### config.mk
export PLATFORM = sky130hd
export DESIGN_NAME = tick_timer_slot_bank
export DESIGN_NICKNAME = d
export VERILOG_FILES = /design/src/rtl/core/tts_pkg.sv /design/src/rtl/core/tts_front.sv /design/src/rtl/core/tts_back.sv /design/src/rtl/core/tick_timer_slot_bank.sv
export SDC_FILE = /design/constraint.sdc
export NUM_CORES = 1
export LEC_CHECK = 0
export BUFFER_PORTS_ARGS = -buffer_cell sky130_fd_sc_hd__buf_2
export CORE_UTILIZATION = 60
export DETAILED_ROUTE_END_ITERATION = 7
export HOLD_SLACK_MARGIN = 0.1
export PLACE_DENSITY = 0.76
export RECOVER_POWER = 50
export SLEW_MARGIN = 0
export SYNTH_ARGS = -nofsm -noshare
export SYNTH_HDL_FRONTEND = slang
export SYNTH_SLANG_ARGS = --single-unit
### constraint.sdc
create_clock -name clock -period 10.67 [get_ports clock]
set_input_delay 3.201 -clock clock [delete_from_list [all_inputs] [get_ports clock]]
set_output_delay 3.201 -clock clock [all_outputs]
set_load 0.1 [all_outputs]
### src/rtl/core/tts_pkg.sv
// Shared types and constants for the tick timer slot bank.
`default_nettype none

package tts_pkg;

   // Default sizing of the bank
   localparam int TIMER_SLOTS_DEFAULT = 16;
   localparam int TICK_WIDTH_DEFAULT  = 32;

   // Depth of the command queue between front and back
   localparam int CMD_FIFO_DEPTH = 2;

   // Request mode codes as they arrive on the port
   localparam logic [1:0] MODE_TICK   = 2'd0;
   localparam logic [1:0] MODE_ADD    = 2'd1;
   localparam logic [1:0] MODE_REMOVE = 2'd2;

   // Request item
   typedef struct packed {
      logic [1:0]  mode;
      logic [3:0]  slot;
      logic [31:0] interval;
      logic        one_shot;
   } req_type;

   // Result item
   typedef struct packed {
      logic [3:0] expired_slot;
      logic       was_one_shot;
      logic       last;
   } rsp_type;

   // Classified command kinds held in the queue
   typedef enum logic [1:0] {
      CMD_TICK   = 2'd0,
      CMD_ADD    = 2'd1,
      CMD_REMOVE = 2'd2
   } cmd_kind_type;

   // Command handed from front to back
   typedef struct packed {
      cmd_kind_type kind;
      logic [3:0]   slot;
      logic [31:0]  interval;
      logic         one_shot;
   } cmd_type;

endpackage

`default_nettype wire

### src/rtl/core/tts_front.sv
// Front end: accepts request items, drops meaningless ones, queues commands.
`default_nettype none

module tts_front
   import tts_pkg::*;
#(
   parameter int TIMER_SLOTS = TIMER_SLOTS_DEFAULT
) (
   input  wire logic    clock,
   input  wire logic    reset,
   input  wire logic    req_valid,
   output logic         req_stall,
   input  wire req_type req_data,
   output logic         cmd_valid,
   output cmd_type      cmd_data,
   input  wire logic    cmd_pop
);

   localparam int PTR_W = (CMD_FIFO_DEPTH > 1) ? $clog2(CMD_FIFO_DEPTH) : 1;
   localparam int CNT_W = $clog2(CMD_FIFO_DEPTH + 1);

   cmd_type               queue_ff [CMD_FIFO_DEPTH];
   logic    [PTR_W-1:0]   wr_ptr_ff, wr_ptr_in;
   logic    [PTR_W-1:0]   rd_ptr_ff, rd_ptr_in;
   logic    [CNT_W-1:0]   count_ff, count_in;
   logic                  accept;
   logic                  keep;
   logic                  push;
   logic                  slot_ok;
   cmd_type               cmd_new;

   // Classify the incoming item
   always_comb begin
      slot_ok = 32'(req_data.slot) < TIMER_SLOTS;
      cmd_new.slot     = req_data.slot;
      cmd_new.interval = req_data.interval;
      cmd_new.one_shot = req_data.one_shot;
      cmd_new.kind     = CMD_TICK;
      keep             = 1'b0;
      case (req_data.mode)
         MODE_TICK: begin
            keep = 1'b1;
         end
         MODE_ADD: begin
            cmd_new.kind = CMD_ADD;
            keep         = slot_ok;
         end
         MODE_REMOVE: begin
            cmd_new.kind = CMD_REMOVE;
            keep         = slot_ok;
         end
         default: begin
            keep = 1'b0;
         end
      endcase
   end

   assign req_stall = (count_ff == CNT_W'(CMD_FIFO_DEPTH));
   assign accept    = req_valid && !req_stall;
   assign push      = accept && keep;

   assign cmd_valid = (count_ff != '0);
   assign cmd_data  = queue_ff[rd_ptr_ff];

   // Queue pointers and fill level
   always_comb begin
      wr_ptr_in = wr_ptr_ff;
      rd_ptr_in = rd_ptr_ff;
      count_in  = count_ff;
      if (push) begin
         wr_ptr_in = (32'(wr_ptr_ff) == CMD_FIFO_DEPTH - 1) ? '0 : wr_ptr_ff + 1'b1;
      end
      if (cmd_pop) begin
         rd_ptr_in = (32'(rd_ptr_ff) == CMD_FIFO_DEPTH - 1) ? '0 : rd_ptr_ff + 1'b1;
      end
      if (push && !cmd_pop) begin
         count_in = count_ff + 1'b1;
      end else if (!push && cmd_pop) begin
         count_in = count_ff - 1'b1;
      end
   end

   always_ff @(posedge clock) begin
      if (reset) begin
         wr_ptr_ff <= '0;
         rd_ptr_ff <= '0;
         count_ff  <= '0;
      end else begin
         wr_ptr_ff <= wr_ptr_in;
         rd_ptr_ff <= rd_ptr_in;
         count_ff  <= count_in;
      end
   end

   // Queue storage
   always_ff @(posedge clock) begin
      if (push) begin
         queue_ff[wr_ptr_ff] <= cmd_new;
      end
   end

`ifndef NO_ASSERTIONS
   a_pop_not_empty: assert property (@(posedge clock) disable iff (reset)
      cmd_pop |-> count_ff != '0)
      else $error("command popped from empty queue");

   a_fill_bound: assert property (@(posedge clock) disable iff (reset)
      count_ff <= CNT_W'(CMD_FIFO_DEPTH))
      else $error("command queue overfilled");

   a_drop_no_grow: assert property (@(posedge clock) disable iff (reset)
      (accept && !keep && !cmd_pop) |=> count_ff == $past(count_ff))
      else $error("dropped item entered the queue");
`endif

endmodule

`default_nettype wire

### src/rtl/core/tts_back.sv
// Back end: slot state, add and remove, and the per-tick slot walk.
`default_nettype none

module tts_back
   import tts_pkg::*;
#(
   parameter int TIMER_SLOTS = TIMER_SLOTS_DEFAULT,
   parameter int TICK_WIDTH  = TICK_WIDTH_DEFAULT
) (
   input  wire logic    clock,
   input  wire logic    reset,
   input  wire logic    cmd_valid,
   input  wire cmd_type cmd_data,
   output logic         cmd_pop,
   output logic         rsp_valid,
   input  wire logic    rsp_stall,
   output rsp_type      rsp_data
);

   localparam int SLOT_IW = (TIMER_SLOTS > 1) ? $clog2(TIMER_SLOTS) : 1;

   typedef enum logic [2:0] {
      S_IDLE  = 3'b001,
      S_WALK  = 3'b010,
      S_FLUSH = 3'b100
   } back_state_type;

   back_state_type             state_ff, state_in;
   logic [TIMER_SLOTS-1:0]     active_ff, active_in;
   logic [TIMER_SLOTS-1:0]     single_ff, single_in;
   logic [SLOT_IW-1:0]         walk_ff, walk_in;
   logic                       issue_ff, issue_in;
   logic                       b_vld_ff, b_vld_in;
   logic [SLOT_IW-1:0]         b_slot_ff, b_slot_in;
   logic                       hold_vld_ff, hold_vld_in;
   logic [SLOT_IW-1:0]         hold_slot_ff, hold_slot_in;
   logic                       hold_once_ff, hold_once_in;
   logic                       out_vld_ff, out_vld_in;
   rsp_type                    out_ff, out_in;
   logic [TICK_WIDTH-1:0]      rd_rem_ff;
   logic [TICK_WIDTH-1:0]      rd_per_ff;

   logic [TICK_WIDTH-1:0]      per_mem [TIMER_SLOTS];
   logic [TICK_WIDTH-1:0]      rem_mem [TIMER_SLOTS];

   logic                       rd_en;
   logic                       per_we;
   logic                       rem_we;
   logic [SLOT_IW-1:0]         wr_addr;
   logic [TICK_WIDTH-1:0]      rem_wd;
   logic [TICK_WIDTH-1:0]      load_val;
   logic [SLOT_IW-1:0]         cmd_idx;
   logic [TICK_WIDTH-1:0]      dec;
   logic                       b_active;
   logic                       b_single;
   logic                       b_expire;
   logic                       out_free;
   logic                       advance;
   logic                       push_mid;
   logic                       push_end;

   assign cmd_idx  = SLOT_IW'(cmd_data.slot);
   assign load_val = TICK_WIDTH'(cmd_data.interval);

   // Stage B: count down the slot held in the registered read
   assign b_active = active_ff[b_slot_ff];
   assign b_single = single_ff[b_slot_ff];
   assign dec      = rd_rem_ff - 1'b1;
   assign b_expire = b_vld_ff && b_active && (dec == '0);

   // An expiry with a held result needs room in the output register
   assign out_free = !out_vld_ff || !rsp_stall;
   assign advance  = !(b_expire && hold_vld_ff && !out_free);
   assign push_mid = (state_ff == S_WALK) && b_expire && hold_vld_ff && out_free;
   assign push_end = (state_ff == S_FLUSH) && hold_vld_ff && out_free;

   // Sequencer
   always_comb begin
      state_in     = state_ff;
      active_in    = active_ff;
      single_in    = single_ff;
      walk_in      = walk_ff;
      issue_in     = issue_ff;
      b_vld_in     = b_vld_ff;
      b_slot_in    = b_slot_ff;
      hold_vld_in  = hold_vld_ff;
      hold_slot_in = hold_slot_ff;
      hold_once_in = hold_once_ff;
      cmd_pop      = 1'b0;
      rd_en        = 1'b0;
      per_we       = 1'b0;
      rem_we       = 1'b0;
      wr_addr      = b_slot_ff;
      rem_wd       = dec;

      case (state_ff)
         S_IDLE: begin
            if (cmd_valid) begin
               cmd_pop = 1'b1;
               case (cmd_data.kind)
                  CMD_TICK: begin
                     state_in = S_WALK;
                     walk_in  = '0;
                     issue_in = 1'b1;
                     b_vld_in = 1'b0;
                  end
                  CMD_ADD: begin
                     per_we             = 1'b1;
                     rem_we             = 1'b1;
                     wr_addr            = cmd_idx;
                     rem_wd             = load_val;
                     active_in[cmd_idx] = 1'b1;
                     single_in[cmd_idx] = cmd_data.one_shot;
                  end
                  CMD_REMOVE: begin
                     active_in[cmd_idx] = 1'b0;
                  end
                  default: begin
                  end
               endcase
            end
         end

         S_WALK: begin
            if (advance) begin
               // Write back the slot in stage B
               if (b_vld_ff && b_active) begin
                  rem_we = 1'b1;
                  rem_wd = b_expire ? rd_per_ff : dec;
                  if (b_expire) begin
                     if (b_single) begin
                        active_in[b_slot_ff] = 1'b0;
                     end
                     hold_vld_in  = 1'b1;
                     hold_slot_in = b_slot_ff;
                     hold_once_in = b_single;
                  end
               end
               // Issue the next slot read
               if (issue_ff) begin
                  rd_en     = 1'b1;
                  b_vld_in  = 1'b1;
                  b_slot_in = walk_ff;
                  walk_in   = walk_ff + 1'b1;
                  if (walk_ff == SLOT_IW'(TIMER_SLOTS - 1)) begin
                     issue_in = 1'b0;
                  end
               end else begin
                  b_vld_in = 1'b0;
                  state_in = S_FLUSH;
               end
            end
         end

         S_FLUSH: begin
            if (!hold_vld_ff) begin
               state_in = S_IDLE;
            end else if (out_free) begin
               hold_vld_in = 1'b0;
               state_in    = S_IDLE;
            end
         end

         default: begin
            state_in = S_IDLE;
         end
      endcase
   end

   // Output register
   always_comb begin
      out_vld_in = out_vld_ff && rsp_stall;
      out_in     = out_ff;
      if (push_mid || push_end) begin
         out_vld_in          = 1'b1;
         out_in.expired_slot = 4'(hold_slot_ff);
         out_in.was_one_shot = hold_once_ff;
         out_in.last         = push_end;
      end
   end

   assign rsp_valid = out_vld_ff;
   assign rsp_data  = out_ff;

   // Control registers
   always_ff @(posedge clock) begin
      if (reset) begin
         state_ff    <= S_IDLE;
         active_ff   <= '0;
         single_ff   <= '0;
         walk_ff     <= '0;
         issue_ff    <= 1'b0;
         b_vld_ff    <= 1'b0;
         hold_vld_ff <= 1'b0;
         out_vld_ff  <= 1'b0;
      end else begin
         state_ff    <= state_in;
         active_ff   <= active_in;
         single_ff   <= single_in;
         walk_ff     <= walk_in;
         issue_ff    <= issue_in;
         b_vld_ff    <= b_vld_in;
         hold_vld_ff <= hold_vld_in;
         out_vld_ff  <= out_vld_in;
      end
   end

   // Payload registers
   always_ff @(posedge clock) begin
      b_slot_ff    <= b_slot_in;
      hold_slot_ff <= hold_slot_in;
      hold_once_ff <= hold_once_in;
      out_ff       <= out_in;
   end

   // Period and countdown memories, one write and one registered read
   always_ff @(posedge clock) begin
      if (per_we) begin
         per_mem[wr_addr] <= load_val;
      end
      if (rem_we) begin
         rem_mem[wr_addr] <= rem_wd;
      end
      if (rd_en) begin
         rd_per_ff <= per_mem[walk_ff];
         rd_rem_ff <= rem_mem[walk_ff];
      end
   end

`ifndef NO_ASSERTIONS
   a_hold_busy: assert property (@(posedge clock) disable iff (reset)
      hold_vld_ff |-> state_ff != S_IDLE)
      else $error("held expiry left behind in idle");

   a_stage_walk: assert property (@(posedge clock) disable iff (reset)
      b_vld_ff |-> state_ff == S_WALK)
      else $error("stage B active outside a walk");

   a_mid_not_done: assert property (@(posedge clock) disable iff (reset)
      push_mid |=> (state_ff != S_IDLE && hold_vld_ff))
      else $error("non-final expiry without a following one");

   a_end_last: assert property (@(posedge clock) disable iff (reset)
      push_end |=> (out_vld_ff && out_ff.last && state_ff == S_IDLE))
      else $error("final expiry not flagged");
`endif

endmodule

`default_nettype wire

### src/rtl/core/tick_timer_slot_bank.sv
// Top level: bank of one-shot and periodic timer slots stepped by tick items.
// Accepted items are registered in the command queue before the back end sees them; the back end
// applies an add or remove as it pops it. A tick holds the back end while it is popped, each slot
// is read in turn, each registered read is counted down and the final result is flushed.
// An expiry waits until the next expiring slot or the flush; a stalled result port holds the walk.
// Synchronous reset clears all slot flags and the queue; interval storage needs no clearing.
`default_nettype none

module tick_timer_slot_bank
   import tts_pkg::*;
#(
   parameter int TIMER_SLOTS = TIMER_SLOTS_DEFAULT,
   parameter int TICK_WIDTH  = TICK_WIDTH_DEFAULT
) (
   input  wire logic    clock,
   input  wire logic    reset,
   input  wire logic    req_valid,
   output logic         req_stall,
   input  wire req_type req_data,
   output logic         rsp_valid,
   input  wire logic    rsp_stall,
   output rsp_type      rsp_data
);

   logic    cmd_valid;
   logic    cmd_pop;
   cmd_type cmd_data;

   // Accept and classify
   tts_front #(
      .TIMER_SLOTS (TIMER_SLOTS)
   ) u_front (
      .clock     (clock),
      .reset     (reset),
      .req_valid (req_valid),
      .req_stall (req_stall),
      .req_data  (req_data),
      .cmd_valid (cmd_valid),
      .cmd_data  (cmd_data),
      .cmd_pop   (cmd_pop)
   );

   // Execute commands against the slot bank
   tts_back #(
      .TIMER_SLOTS (TIMER_SLOTS),
      .TICK_WIDTH  (TICK_WIDTH)
   ) u_back (
      .clock     (clock),
      .reset     (reset),
      .cmd_valid (cmd_valid),
      .cmd_data  (cmd_data),
      .cmd_pop   (cmd_pop),
      .rsp_valid (rsp_valid),
      .rsp_stall (rsp_stall),
      .rsp_data  (rsp_data)
   );

endmodule

`default_nettype wire
==> flow_summary.ini <==
[layout]
nNetsFinal = 2462
n_fill_cell = 4930
diodes = 0
drive_above_1_share_pct = 24.22
areaGrowthSynthToFinish_pct = 11.15

[logic_synthesis]
syn_inst = 2312
seq_area_frac_synth_pct = 75.39
ys_ff_latch = 1229
postSynthAreaPerCell_um2 = 20.90
synth_top_cell_by_area = edfxtp_1
synth-compound-area-share_pct = 3.121
synth_top_area_share_pct = 73.40
ys.flop_type = edfxtp_1
yosysWarnings = 0
synth_most_common_cell = edfxtp_1
synth_top_family_by_area = multiplexers
synthTopCellsByArea = edfxtp_1 73%, mux4_2 15%, dfxtp_1 2.0%, mux2_2 0.84%, nor2_1 0.74%
yosysUniqueCellTypes = 71
synth.cell_area_um2 = 48320
async_flop_share_pct = 0
synth_common_cells = 1,181 x edfxtp_1, 328 x mux4_2, 95 x nor2_1
synth-simple-area-share_pct = 3.519
synth_fp_nets = 2359
synth-adder-area-share_pct = 0.1036
synth_edf_count = 1181
synth-xor-area-share_pct = 0.4532
yosys-mux-area-fraction_pct = 16.21

[route]
drt_iter0_markers = 3416
ant_nets = 0
drcViolationCount = 0
drtPass1Iterations = 8
drt-vias-per-instance = 6.924
via_count = 24678
wl_per_cell_um = 32.45
wl_um = 115600

[worst_setup_path]
cp_max_fo = 66
startpoint_type = register
arrival_ns = 7.71
end_kind = register
crit_slowest_cell = clkbuf_1
crit_type = reg2reg
slowest_delay_ns = 2.27
path_cells = nor2b_1, o21ai_0, nor2_1, o21ai_4, clkbuf_1, nor2_4, clkbuf_1, a21oi_1, nor2_4, buf_4
reg2reg_setup_slack_ns = 3.26
crit_required_ns = 10.97

[die]
die-area_um2 = 81660
num_rows = 103
die_w_um = 285.8
start_util_pct = 60.86
core_um2 = 79390
die_y_um = 285.8
ios = 51

[global_routing]
grt_max_degree = 157
first_global_vias = 24805
grt_pass1_wl_um = 167500
grt_overflow = 0
grt_usage_pct = 28.72
antenna_found_initial = 4

[place]
dp_hpwl_um = 61010
port_buffers = 50
place_congestion = 0.9268
pre_cts_slack_ns = 5.218

[run_status]
violations = max-capacitance violations, max-slew violations
status = finished with violations

[clocking]
cts_tree = done
cts_setup_buffers = 0
hold_buffers = 0
cts_resized = 0
cts_buffers = 115
clk_latency_ns = 0.69
cts_root_buf = clkbuf_16
clkTransAtPathRegs_ns = 0.07
clock_path_buffers = 3
cts.sinks = 1229
htree_num_levels = 3

[sta]
fmax_ghz = 0.1349
finalCritPeriodShare_pct = 69.46
slew_headroom_pct = -183.1
setup_ws_ns = 3.259
setup_violations = 0
final-max-slew-violation-count = 893
fin_worst_skew_ns = 0.03078
timing.setup.tns_ns = 0
rsz0062_at_grt = no
hold_viol_final = 0
worst_slew_pin_slew_ns = 4.247
fin_crit_ns = 7.411

[pwr]
p_per_area_nw_per_um2 = 195.8
max-vdd-ir-drop_uv = 175.5
p_leak_nw = 16.28

[job]
max_cap_viol_count = 24

[min_path]
hold_path_class = reg2reg
==> cells in the final DEF, fill, tap and decap left out, types with 18 or more instances in the layout <==
cell type / netlist / final
edfxtp_1: 1181 / 1181
mux4_2: 328 / 328
clkbuf_16: 0 / 117
nor2_1: 95 / 75
clkbuf_1: 80 / 74
a21oi_1: 65 / 60
nand2_1: 58 / 58
dfxtp_1: 48 / 48
o21ai_0: 38 / 38
mux2_1: 0 / 32
clkinv_1: 1 / 32
buf_4: 3 / 30
nor3_1: 26 / 26
a21o_1: 25 / 25
clkinv_2: 0 / 22
nor2_4: 0 / 20
buf_2: 5 / 20
inv_1: 24 / 19
a31oi_1: 18 / 19
nand4_1: 17 / 18
==> cell families (layout without fill, tap and decap cells) <==
group                    Yosys count  count (layout)
adder cells (fa/ha/maj)            4               4
multiplexers                     368             368
flip-flops                      1229            1229
AO/OA/AOI/OAI                    223             223
XOR/XNOR                          25              25
buffers and inverters            144             346
AND/OR/NAND/NOR                  319             319
==> worst max-delay path: cells and delay by family (launching register included) <==
kind                   cells  cell delay (ns)
AND/OR/NAND/NOR            4             1.49
AO/OA/AOI/OAI              3             0.72
buffers and inverters      3             4.38
flip-flops                 1             0.38
==> final cells by class <==
cell class	instances	area (um^2)	share of cell area (%)
clock inverter	77	749.5	1.396
tap	1050	1314	2.446
multi-input combinational	939	11530	21.47
inverter	25	96.34	0.1794
sequential	1229	36420	67.83
timing repair buffer	105	564.3	1.051
clock buffer	139	3020	5.625
==> sequential cells by signal, indices dropped and copies added (netlist names), 4 cells and up, named ones only <==
name and flops:
u_back.per_mem 512, u_back.single_ff 16, u_back.hold_slot_ff 4, u_back.rd_per_ff 32, u_back.walk_ff 4, u_back.rem_mem 512, u_back.rd_rem_ff 32, u_back.b_slot_ff 4
u_back.rsp_data 6, u_front.queue_ff 78
==> report_power, final <==
group          switching [mW]  internal [mW]
clock                    1.77           2.33
combinational           0.579          0.136
sequential             0.0491           5.65
==> path summary, 6_finish.rpt <==
path / startpoint / end / depth (start not counted)
setup / recovery: u_back.state_ff[0] / u_back.rem_mem[6][15] / 10
hold reg to reg: u_back.hold_slot_ff[2] / u_back.rsp_data[4] / 0
hold / removal: u_back.hold_slot_ff[2] / u_back.rsp_data[4] / 0
setup reg to reg: u_back.state_ff[0] / u_back.rem_mem[6][15] / 10
==> routing by layer <==
layer / GRT usage [%] / vias up / share of wire (%) / routed length, um
li1: - / 9900 / - / -
met1: 41.32 / 12934 / 38 / 44480
met2: 46.13 / 1588 / 49 / 56690
met3: 4.976 / 254 / 9.8 / 11300
met4: 8.142 / 2 / 2.7 / 3159
met5: 0 / - / 0.016 / 18
==> per-stage QoR <==
stage / instance area, um^2 / power, mW / hold slack [ns] / cells / utilization (%)
finish: 53700 / 10.51 / 0.4189 / 3564 / 67.64
global route: 53700 / 10.77 / 0.4103 / 3564 / 67.64
CTS: 53880 / 10.55 / 0.4069 / 3564 / 67.87
detailed placement: 50110 / 6.503 / 0.4054 / 3348 / 63.12
global placement: 50110 / 6.447 / 0.4045 / 3348 / 63.12
floorplan: 48320 / 6.191 / 0.4003 / 2312 / -
Power figures use the tool's default switching activity.
